`src/rtl/kvz_ram.sv`:
```
// kvz_ram: generic simple dual-port ram, one write and one registered read port
// no dependencies

module kvz_ram #(
    parameter int WIDTH = 8,
    parameter int DEPTH = 16,
    localparam int AW = (DEPTH > 1) ? $clog2(DEPTH) : 1
) (
    input  logic             clk,
    input  logic             we,
    input  logic [AW-1:0]    waddr,
    input  logic [WIDTH-1:0] wdata,
    input  logic             re,
    input  logic [AW-1:0]    raddr,
    output logic [WIDTH-1:0] rdata
);

    logic [WIDTH-1:0] mem [DEPTH];
    logic [WIDTH-1:0] rdata_reg;

    always_ff @(posedge clk)
    begin
        if (we)
        begin
            mem[waddr] <= wdata;
        end
        if (re)
        begin
            rdata_reg <= mem[raddr];
        end
    end

    assign rdata = rdata_reg;

endmodule

```
`config.mk`:
```
export PLATFORM = sky130hd
export DESIGN_NAME = kvz_ram
export DESIGN_NICKNAME = d
export VERILOG_FILES = /design/src/rtl/kvz_ram.sv
export SDC_FILE = /design/constraint.sdc
export NUM_CORES = 1
export LEC_CHECK = 0
export BUFFER_PORTS_ARGS = -buffer_cell sky130_fd_sc_hd__buf_2
export CAP_MARGIN = 30
export CORE_UTILIZATION = 65
export CTS_CLUSTER_DIAMETER = 100
export DETAILED_ROUTE_END_ITERATION = 10
export PLACE_DENSITY = 0.91
export SKIP_CTS_REPAIR_TIMING = 1
export SLEW_MARGIN = 20
export SYNTH_ARGS = -nofsm -noshare
export SYNTH_HDL_FRONTEND = slang
export SYNTH_SLANG_ARGS = --single-unit
```
`constraint.sdc`:
```
create_clock -name clk -period 5.45 [get_ports clk]
set_clock_uncertainty 0.15 [all_clocks]
set_input_delay 0.2725 -clock clk [delete_from_list [all_inputs] [get_ports clk]]
set_output_delay 0.2725 -clock clk [all_outputs]
set_load 0.01 [all_outputs]
```
After elaboration in Yosys (flattened, before gate mapping):

Memory sizes are Yosys's and may differ from the RTL's. A register that Yosys moved wholly into a read port is not among the register bits.
Index checks and enable logic that the tools add are counted.

* muxes and demuxes: 2

Operators by type and width (number)
* two-way mux 1 bit: 2

* flip-flop bits (word level): 0
* memory bits (writable): 128
* input bits: 19
* output and inout port bits: 8
* word-level logic and storage cells: 3
* memories kept: 1

Memory list
* mem: words 16, width 8, rd ports 1, clocked after Yosys merged registers in 1, wr ports 1, RTL line 18 `logic [WIDTH-1:0] mem [DEPTH];`

Logic depth before layout (Yosys ltp):

* depth in word-level cells: 2
* depth in mapped cells: 5
* gate-level depth less buffers: 3

Worst setup path before layout:

Ideal clock, no wire load.

* path type: input -> register
* from: input port waddr[2]
* to: memory mem[0][0], enable pin
* setup time: 383 ps
* data arrival time: 1382 ps
* required time: 4917 ps
* slack: 3535 ps
* cell stages on the path: 2
* path buffers: 0
* path through: or3b_2 nor3_1

RTL lines
* from (decl): RTL line 11 `input logic [AW-1:0] waddr,`
* to (decl): RTL line 18

Straight into the memory's write port.

==> results.toml <==
[pwr]
ir_drop_uv = 270
switchingPower_mw = 0.507
intPower_mw = 2.06
p_per_area_nw_per_um2 = 414
pwr-share-seq = 0.462
clock_power_share = 0.493
p_sw_frac = 0.198
p_comb_frac = 0.045
leakage_nw = 2.10

[global_routing]
grt_pass1_wl_um = 16600
overflow = 0
track_usage = 0.297
grt_max_degree = 33
grt_pass1_vias = 2652
antenna_found_initial = 0

[worst_hold_path]
hold_class = "primary input to register"

[timing]
rsz0062_at_grt = "no"
hold_viol_final = 0
worst_pin_slew_ns = 1.04
worst_slack_ns = 3.71
setup_viol = 0
final.min_clock_period_ns = 1.74
slew_headroom = 0.303
tns_ns = 0
fmax_ghz = 0.575
finalCritPeriodShare = 0.319
slew_viol_final = 0

[routing]
dr.pass1.iters = 5
wl_met2_um = 5550
wl_met1_um = 4580
routed.top_layer = "met4"
post-route-drc-count = 0
drt_wl_total_um = 11300
vias = 2656
wl_met3_um = 971
drt_first_iter_violations = 355
postRouteAntennaNets = 0
routedWlPerCell_um = 28.8
vias_per_cell = 6.76

[critical_path]
crit_path_end_kind = "register"
cp_slowest_stage_delay_ns = 0.58
worstSetupPathType = "primary input to register"
start_kind = "primary input"
path_cells = "buf_2 > buf_12 > mux4_1 > a22oi_1 > nand2_1"
arrival_ns = 1.86
crit_slowest_cell = "mux4_1"
cp_max_fo = 22
required_ns = 5.57

[synth]
synthCells = 229
seq_area_frac_synth = 0.781
synth-warning-count = 0
synth_nets = 248
synth.top_cell.area_share = 0.781
yosysUniqueCellTypes = 18
netlist_area_um2 = 5230
ys_seq_elements = 136
syn_avg_cell_area_um2 = 22.8
yosys.area.top_type = "edfxtp_1"
synthTopCellsByArea = "edfxtp_1 (78%), mux4_2 (7.8%), mux4_1 (7.0%)"

[clock_network]
cts_sinks = 136
cts_inserted_buffers = 17
cts-htree-levels = 4
path_clk_slew_ns = 0.06
clk_root_buffer_cell = "clkbuf_8"
clk_latency_ns = 0.53
clockBufferDepth = 2
cts_tree = "yes"

[cells_and_area]
post-route-util = 0.797
layout.cells.non_filler = 393
nNetsFinal = 297
multiInputGateArea_um2 = 1060
seqCellArea_um2 = 4080
fillers = 362
largest_reg_flops = 128
area_growth_syn_to_layout_pct = 18.4
layout-drive-gt1-share = 0.278
n_antenna_cell = 0
final_cell_area_um2 = 6190

[floorplan]
rows = 32
dieArea_um2 = 8410
initial_core_util = 0.673
die_h_um = 91.7
die_x_um = 91.7
io_pins = 27
fp.coreArea_um2 = 7770

[job]
drv_cap = 0

[place]
dp_slack_ns = 3.19
place_inst = 351
port_buffers = 26
gp_congestion = 0.709
dp_hpwl_um = 5870
dpl_cell_area_um2 = 5450

[status]
outcome = "completed"
[worst max-delay path, delay by kind of cell]
| family | cells | cell delay (ns) |
|---|---|---|
| compound gates | 1 | 0.28 |
| mux | 1 | 0.58 |
| buf+inv | 2 | 0.62 |
| simple gates | 1 | 0.11 |
[layout by cell type (no fill, tap or decap), types with 6 or more instances in the layout]
| cell | n |
|---|---|
| mux4_2 | 18 |
| dlygate4sd3_1 | 9 |
| bufinv_16 | 6 |
| nand2_1 | 9 |
| nor2_1 | 13 |
| buf_2 | 26 |
| a22oi_1 | 16 |
| mux4_1 | 14 |
| edfxtp_1 | 136 |
| clkbuf_16 | 16 |
[per-layer routing]
| metal | track usage | vias up |
|---|---|---|
| met4 | 0.126 | 0 |
| met1 | 0.425 | 1369 |
| met3 | 0.0896 | 19 |
| met5 | 0 | - |
| met2 | 0.435 | 188 |
| li1 | - | 1080 |
[stage by stage]
stage          power (mW)  hold slack, ns
4_1_cts              2.56         -0.0340
3_5_place_dp         1.31           0.514
3_3_place_gp         1.30           0.495
2_1_floorplan        1.27           0.221
5_1_grt              2.63           0.125
6_report             2.56           0.127
[synth_stat cells, drive strengths merged]
cell type,count
and2,1
clkdlybuf4s25,3
nand3b,2
edfxtp,136
nor2b,1
and2b,1
nor3,4
buf,7
nand2b,2
nand3,1
a22oi,16
nor2,13
nand2,9
or3b,1
mux4,32
[area by class of cell]
class | count | share of cell area
clock buffer | 18 | 0.0675
clock inverter | 14 | 0.0366
multi-input combinational | 83 | 0.172
sequential | 136 | 0.660
tap | 102 | 0.0206
timing repair buffer | 40 | 0.0437
[power by group through the flow]
stage	clock (mW)	combinational, mW	sequential [mW]
2_1_floorplan	0	0.0595	1.21
3_3_place_gp	0	0.0978	1.20
3_5_place_dp	0	0.105	1.21
4_1_cts	1.27	0.109	1.19
5_1_grt	1.32	0.121	1.19
6_report	1.26	0.114	1.19
[kinds of logic (layout without fill, tap and decap cells)]
| family | count (synthesis) | count (layout) | share of synthesized area |
|---|---|---|---|
| simple gates | 35 | 35 | 0.0314 |
| flops | 136 | 136 | 0.781 |
| mux | 32 | 32 | 0.148 |
| buf+inv | 10 | 72 | 0.0165 |
| compound gates | 16 | 16 | 0.0230 |
[worst paths after layout]
check / start / endpoint / slack (ns) / cells past startpoint
setup / recovery: raddr[0] / rdata[5] / 3.71 / 5
hold / removal: waddr[0] / mem[4][4] / 0.13 / 2
setup reg to reg: mem[1][0] / rdata[0] / 3.75 / 3
hold reg to reg: mem[12][0] / rdata[0] / 0.62 / 3
No activity file was read; power rests on OpenSTA's default activity.
