**src/rtl/kvz_pkg.sv**
```systemverilog
// kvz_pkg: shared types, codes and defaults of the key and velocity zone lookup
// used by kvz_zone_cmp, the core and the bench; depends on nothing

package kvz_pkg;

    localparam int DEF_ZONES   = 1024;
    localparam int DEF_PRESETS = 128;

    // field widths fixed by the item format
    localparam int NOTE_W   = 7;
    localparam int PIDX_W   = 8;
    localparam int ZIDX_W   = 10;
    localparam int COUNT_W  = 11;
    localparam int WALK_W   = 12;   // first_zone + zone_count fits here
    localparam int ACT_W    = 2;
    localparam int CFG_AW   = 2;
    localparam int CFG_DW   = 11;
    localparam int S_DATA_W = 88;
    localparam int M_DATA_W = 16;

    localparam logic [ACT_W-1:0] ACT_WR_PRESET = 2'd0;
    localparam logic [ACT_W-1:0] ACT_WR_ZONE   = 2'd1;
    localparam logic [ACT_W-1:0] ACT_LOOKUP    = 2'd2;

    localparam logic [CFG_AW-1:0] CFG_TABLE_LOADED   = 2'd0;
    localparam logic [CFG_AW-1:0] CFG_PRESETS_IN_USE = 2'd1;
    localparam logic [CFG_AW-1:0] CFG_ZONES_IN_USE   = 2'd2;

    typedef struct packed {
        logic [COUNT_W-1:0] zone_count;
        logic [ZIDX_W-1:0]  first_zone;
    } preset_entry_t;

    typedef struct packed {
        logic [NOTE_W-1:0] vel_high;
        logic [NOTE_W-1:0] vel_low;
        logic [NOTE_W-1:0] key_high;
        logic [NOTE_W-1:0] key_low;
    } zone_entry_t;

endpackage

```
**src/rtl/kvz_zone_cmp.sv**
```systemverilog
// kvz_zone_cmp: range compare unit shared by every step of the zone walk
// depends on kvz_pkg

module kvz_zone_cmp
    import kvz_pkg::*;
(
    input  zone_entry_t       zone,
    input  logic [NOTE_W-1:0] note,
    input  logic [NOTE_W-1:0] vel,
    output logic              hit
);

    logic key_ok;
    logic vel_ok;

    // inverted ranges fail on their own
    assign key_ok = (note >= zone.key_low) && (note <= zone.key_high);
    assign vel_ok = (vel >= zone.vel_low) && (vel <= zone.vel_high);
    assign hit    = key_ok && vel_ok;

endmodule

```
**config.mk**
```make
export PLATFORM = sky130hd
export DESIGN_NAME = kvz_zone_cmp
export DESIGN_NICKNAME = d
export VERILOG_FILES = /design/src/rtl/kvz_pkg.sv /design/src/rtl/kvz_zone_cmp.sv
export SDC_FILE = /design/constraint.sdc
export NUM_CORES = 1
export LEC_CHECK = 0
export BUFFER_PORTS_ARGS = -buffer_cell sky130_fd_sc_hd__buf_2
export CORE_MARGIN = 5
export CORE_UTILIZATION = 32
export DETAILED_ROUTE_END_ITERATION = 10
export SLEW_MARGIN = 30
export SYNTH_ARGS = -nofsm -noshare
export SYNTH_HDL_FRONTEND = slang
export SYNTH_SLANG_ARGS = --single-unit
export TNS_END_PERCENT = 30
```
**constraint.sdc**
```tcl
create_clock -name vclk -period 3.7
set_clock_uncertainty 0.15 [all_clocks]
set_input_delay 0.185 -clock vclk [all_inputs]
set_output_delay 0.185 -clock vclk [all_outputs]
set_load 0.05 [all_outputs]
```
After elaboration in Yosys (flattened, before gate mapping):

Index checks and enable logic that the tools add are counted.

* word-level logic and storage cells: 7
* flip-flop bits (word level): 0
* output and inout port bits: 1
* bits of input ports: 42

* reductions and logical operators: 3
* $lt $le $gt $ge: 4

Operator list (number)
* 7-bit greater-or-equal comparator: 2
* 7-bit less-or-equal comparator: 2
* 1-bit logical AND: 3

Logic depth before layout (Yosys ltp):

* word-level depth: 3
* mapped depth: 6

Worst setup path after synthesis:

OpenSTA, ideal clock, no wires.

* path type: input to output
* start point: input port zone[11] (netlist bit)
* end point: output port hit
* arrival time: 1.436 ns
* required time: 3.365 ns
* cell stages on the path: 6
* path slack: 1.929 ns
* cell sequence: inv_1 > ha_1 > a211oi_2 > o21bai_1 > o22ai_2 > o2111a_1

* longest elaborated chain between the ends: 3

Ends and longest elaborated chain
* from (decl): RTL line kvz_zone_cmp.sv:7 `input zone_entry_t zone,`
* 7-bit less-or-equal comparator: RTL line kvz_zone_cmp.sv:17 `assign key_ok = (note >= zone.key_low) && (note <= zone.key_high);`
* 1-bit logical AND: RTL line kvz_zone_cmp.sv:17
* 1-bit logical AND: RTL line kvz_zone_cmp.sv:19 `assign hit = key_ok && vel_ok;`
* to (decl): RTL line kvz_zone_cmp.sv:10 `output logic hit`

No other way between the ends.

Final worst setup path:

Same ends and word-level chain as after synthesis.

==> results.json <==
{
  "outcome": "complete, no violations",
  "slowest_stage": "ha_1",
  "power.internal_mw": 0.0468,
  "tns_ps": 0,
  "first_iter_violations": 9,
  "power.leakage_nw": 0.594,
  "combPwrFrac": 1.000,
  "relSlewSlack": 0.836,
  "stdcell_count": 160,
  "crit_buf_inv": 3,
  "holdPathStages": 5,
  "fin_nets": 205,
  "syn_area_um2": 679,
  "seq_area_um2": 0,
  "place.gp.congestion": 0.750,
  "grt_max_degree": 4,
  "rsz0062_at_grt": "false",
  "path_cells": "buf_2 -> inv_1 -> ha_1 -> a211oi_2 -> o21bai_1 -> o22ai_2 -> o2111a_1 -> buf_2",
  "synth.avg_cell_area_um2": 7.55,
  "routed_wl_um": 1520,
  "start_kind": "input pin",
  "routed-via-count": 694,
  "multi_input_area_um2": 582,
  "met1_usage": 0.151,
  "postCtsSetupRepairBufs": 0,
  "fill_cells": 224,
  "postPlaceCellArea_um2": 928,
  "worst-path-max-fanout": 2,
  "setup_viol": 0,
  "crit_top_cell": "buf_2",
  "remaining_drc_errors": 0,
  "ctsHoldBuffers": 0,
  "die_area_mm2": 0.00314,
  "irDropWorstVdd_mv": 0.0364,
  "fmax_mhz": 540,
  "whs_ps": 918,
  "placedCellCount": 160,
  "cp.required_ps": 3370,
  "cpPeakStageDelay_ps": 310,
  "start_util": 0.339,
  "die_w_um": 56.1,
  "rows": 16,
  "gr-usage-met2": 0.162,
  "drive_above_1_share": 0.338,
  "worst_pin_slew_ps": 248,
  "finalHoldViolCount": 0,
  "cp.arrival_ps": 1520,
  "place_hpwl_um": 1470,
  "area_delta_synth_final_pct": 36.6,
  "synthCells": 90,
  "ys_top_cells_by_area": "ha_1 52%, inv_1 14%, a21oi_1 4.4%",
  "p_sw_frac": 0.476,
  "ys_types": 19,
  "n_antenna_cell": 0,
  "io_buffers": 43,
  "finalInstanceArea_um2": 928,
  "ctsResizeCount": 0,
  "hold_end": "hit",
  "overflow": 0,
  "min_path_type": "input pin to output pin",
  "cp-end-kind": "output pin",
  "grt_pass1_wl_um": 2810,
  "p_sw_mw": 0.0425,
  "ios": 43,
  "setup_slack_ps": 1850,
  "yosysTopAreaCell": "ha_1",
  "core_mm2": 0.00200,
  "clkPwrFrac": 0,
  "grtUsageMet3": 0.00928,
  "yosys.area.top_type_share": 0.516,
  "layout_min_cycle_time_ps": 1850,
  "slew_violations": 0,
  "maxCapViolCount": 0,
  "period_share": 0.500,
  "path_class": "input pin to output pin",
  "yosys_warnings": 0,
  "drt_pre_antenna_iters": 4,
  "synth_nets": 160,
  "power_density_mw_per_mm2": 96.2,
  "num-clock-buffers": 0,
  "antenna_left": 0,
  "final_cell_mix": "43 x buf_2, 28 x ha_1, 26 x inv_1",
  "antenna_found_initial": 0,
  "crit_family": "compound AO/OA/AOI/OAI gates",
  "die_y_um": 56.1,
  "busiest_layer": "met2",
  "synth_seq_area_share": 0,
  "place_ws_ps": 1830,
  "grt_use_total": 0.100,
  "grt_pass1_vias": 719,
  "design.seq.count": 0,
  "final_common_cell": "buf_2",
  "p_seq_frac": 0,
  "wl_per_cell_um": 9.47,
  "hp-start": "vel[6]",
  "via_per_inst": 4.34
}
-- Yosys cell counts --
cell and number:
a21oi_1 6, o2111ai_1 2, nor3_1 1, o21ai_1 1, nor3b_1 2, o21bai_1 1
a211oi_2 1, nand3b_1 2, nor2_1 4, a21o_1 2, o21ai_0 5, ha_1 28
inv_1 26, o2111a_1 1, o22ai_2 1, a211oi_1 1, o21a_1 2, nand4_1 2
nand3_1 2
-- cell families after synthesis --
group / synth area share
compound gates: 0.234
simple gates: 0.107
fa+ha+maj: 0.516
buf+inv: 0.144
-- power by group through the flow --
stage	clock (mW)	sequential, mW	combinational [mW]
floorplan	0	0	0.0544
finish	0	0	0.0893
detailed placement	0	0	0.0904
global route	0	0	0.107
CTS	0	0	0.0911
global placement	0	0	0.0882
-- cell type report --
type / instances / area share
multi-input cells: 64 / 0.627
inverters: 26 / 0.105
repair buffers: 43 / 0.232
well taps: 27 / 0.0364
-- how the worst max path moves through the flow --
| stage | start | cells past startpoint | slack [ps] | to |
|---|---|---|---|---|
| floorplan | zone[11] | 6 | 1930 | hit |
| global placement | zone[11] | 8 | 1850 | hit |
| detailed placement | zone[11] | 8 | 1830 | hit |
| CTS | zone[11] | 8 | 1820 | hit |
| global route | zone[11] | 8 | 1750 | hit |
| finish | zone[11] | 8 | 1850 | hit |
-- routing by layer --
layer  vias up  wire length [um]
li1        404                 -
met2        20               639
met5         -                 0
met4         0                 0
met1       270               784
met3         0                91
-- per-stage QoR --
step           power (mW)   util
3_3_place_gp       0.0882  0.464
4_1_cts            0.0911  0.464
2_1_floorplan      0.0544      -
6_report           0.0893  0.464
3_5_place_dp       0.0904  0.464
5_1_grt             0.107  0.464
No activity file was read; power rests on OpenSTA's default activity.
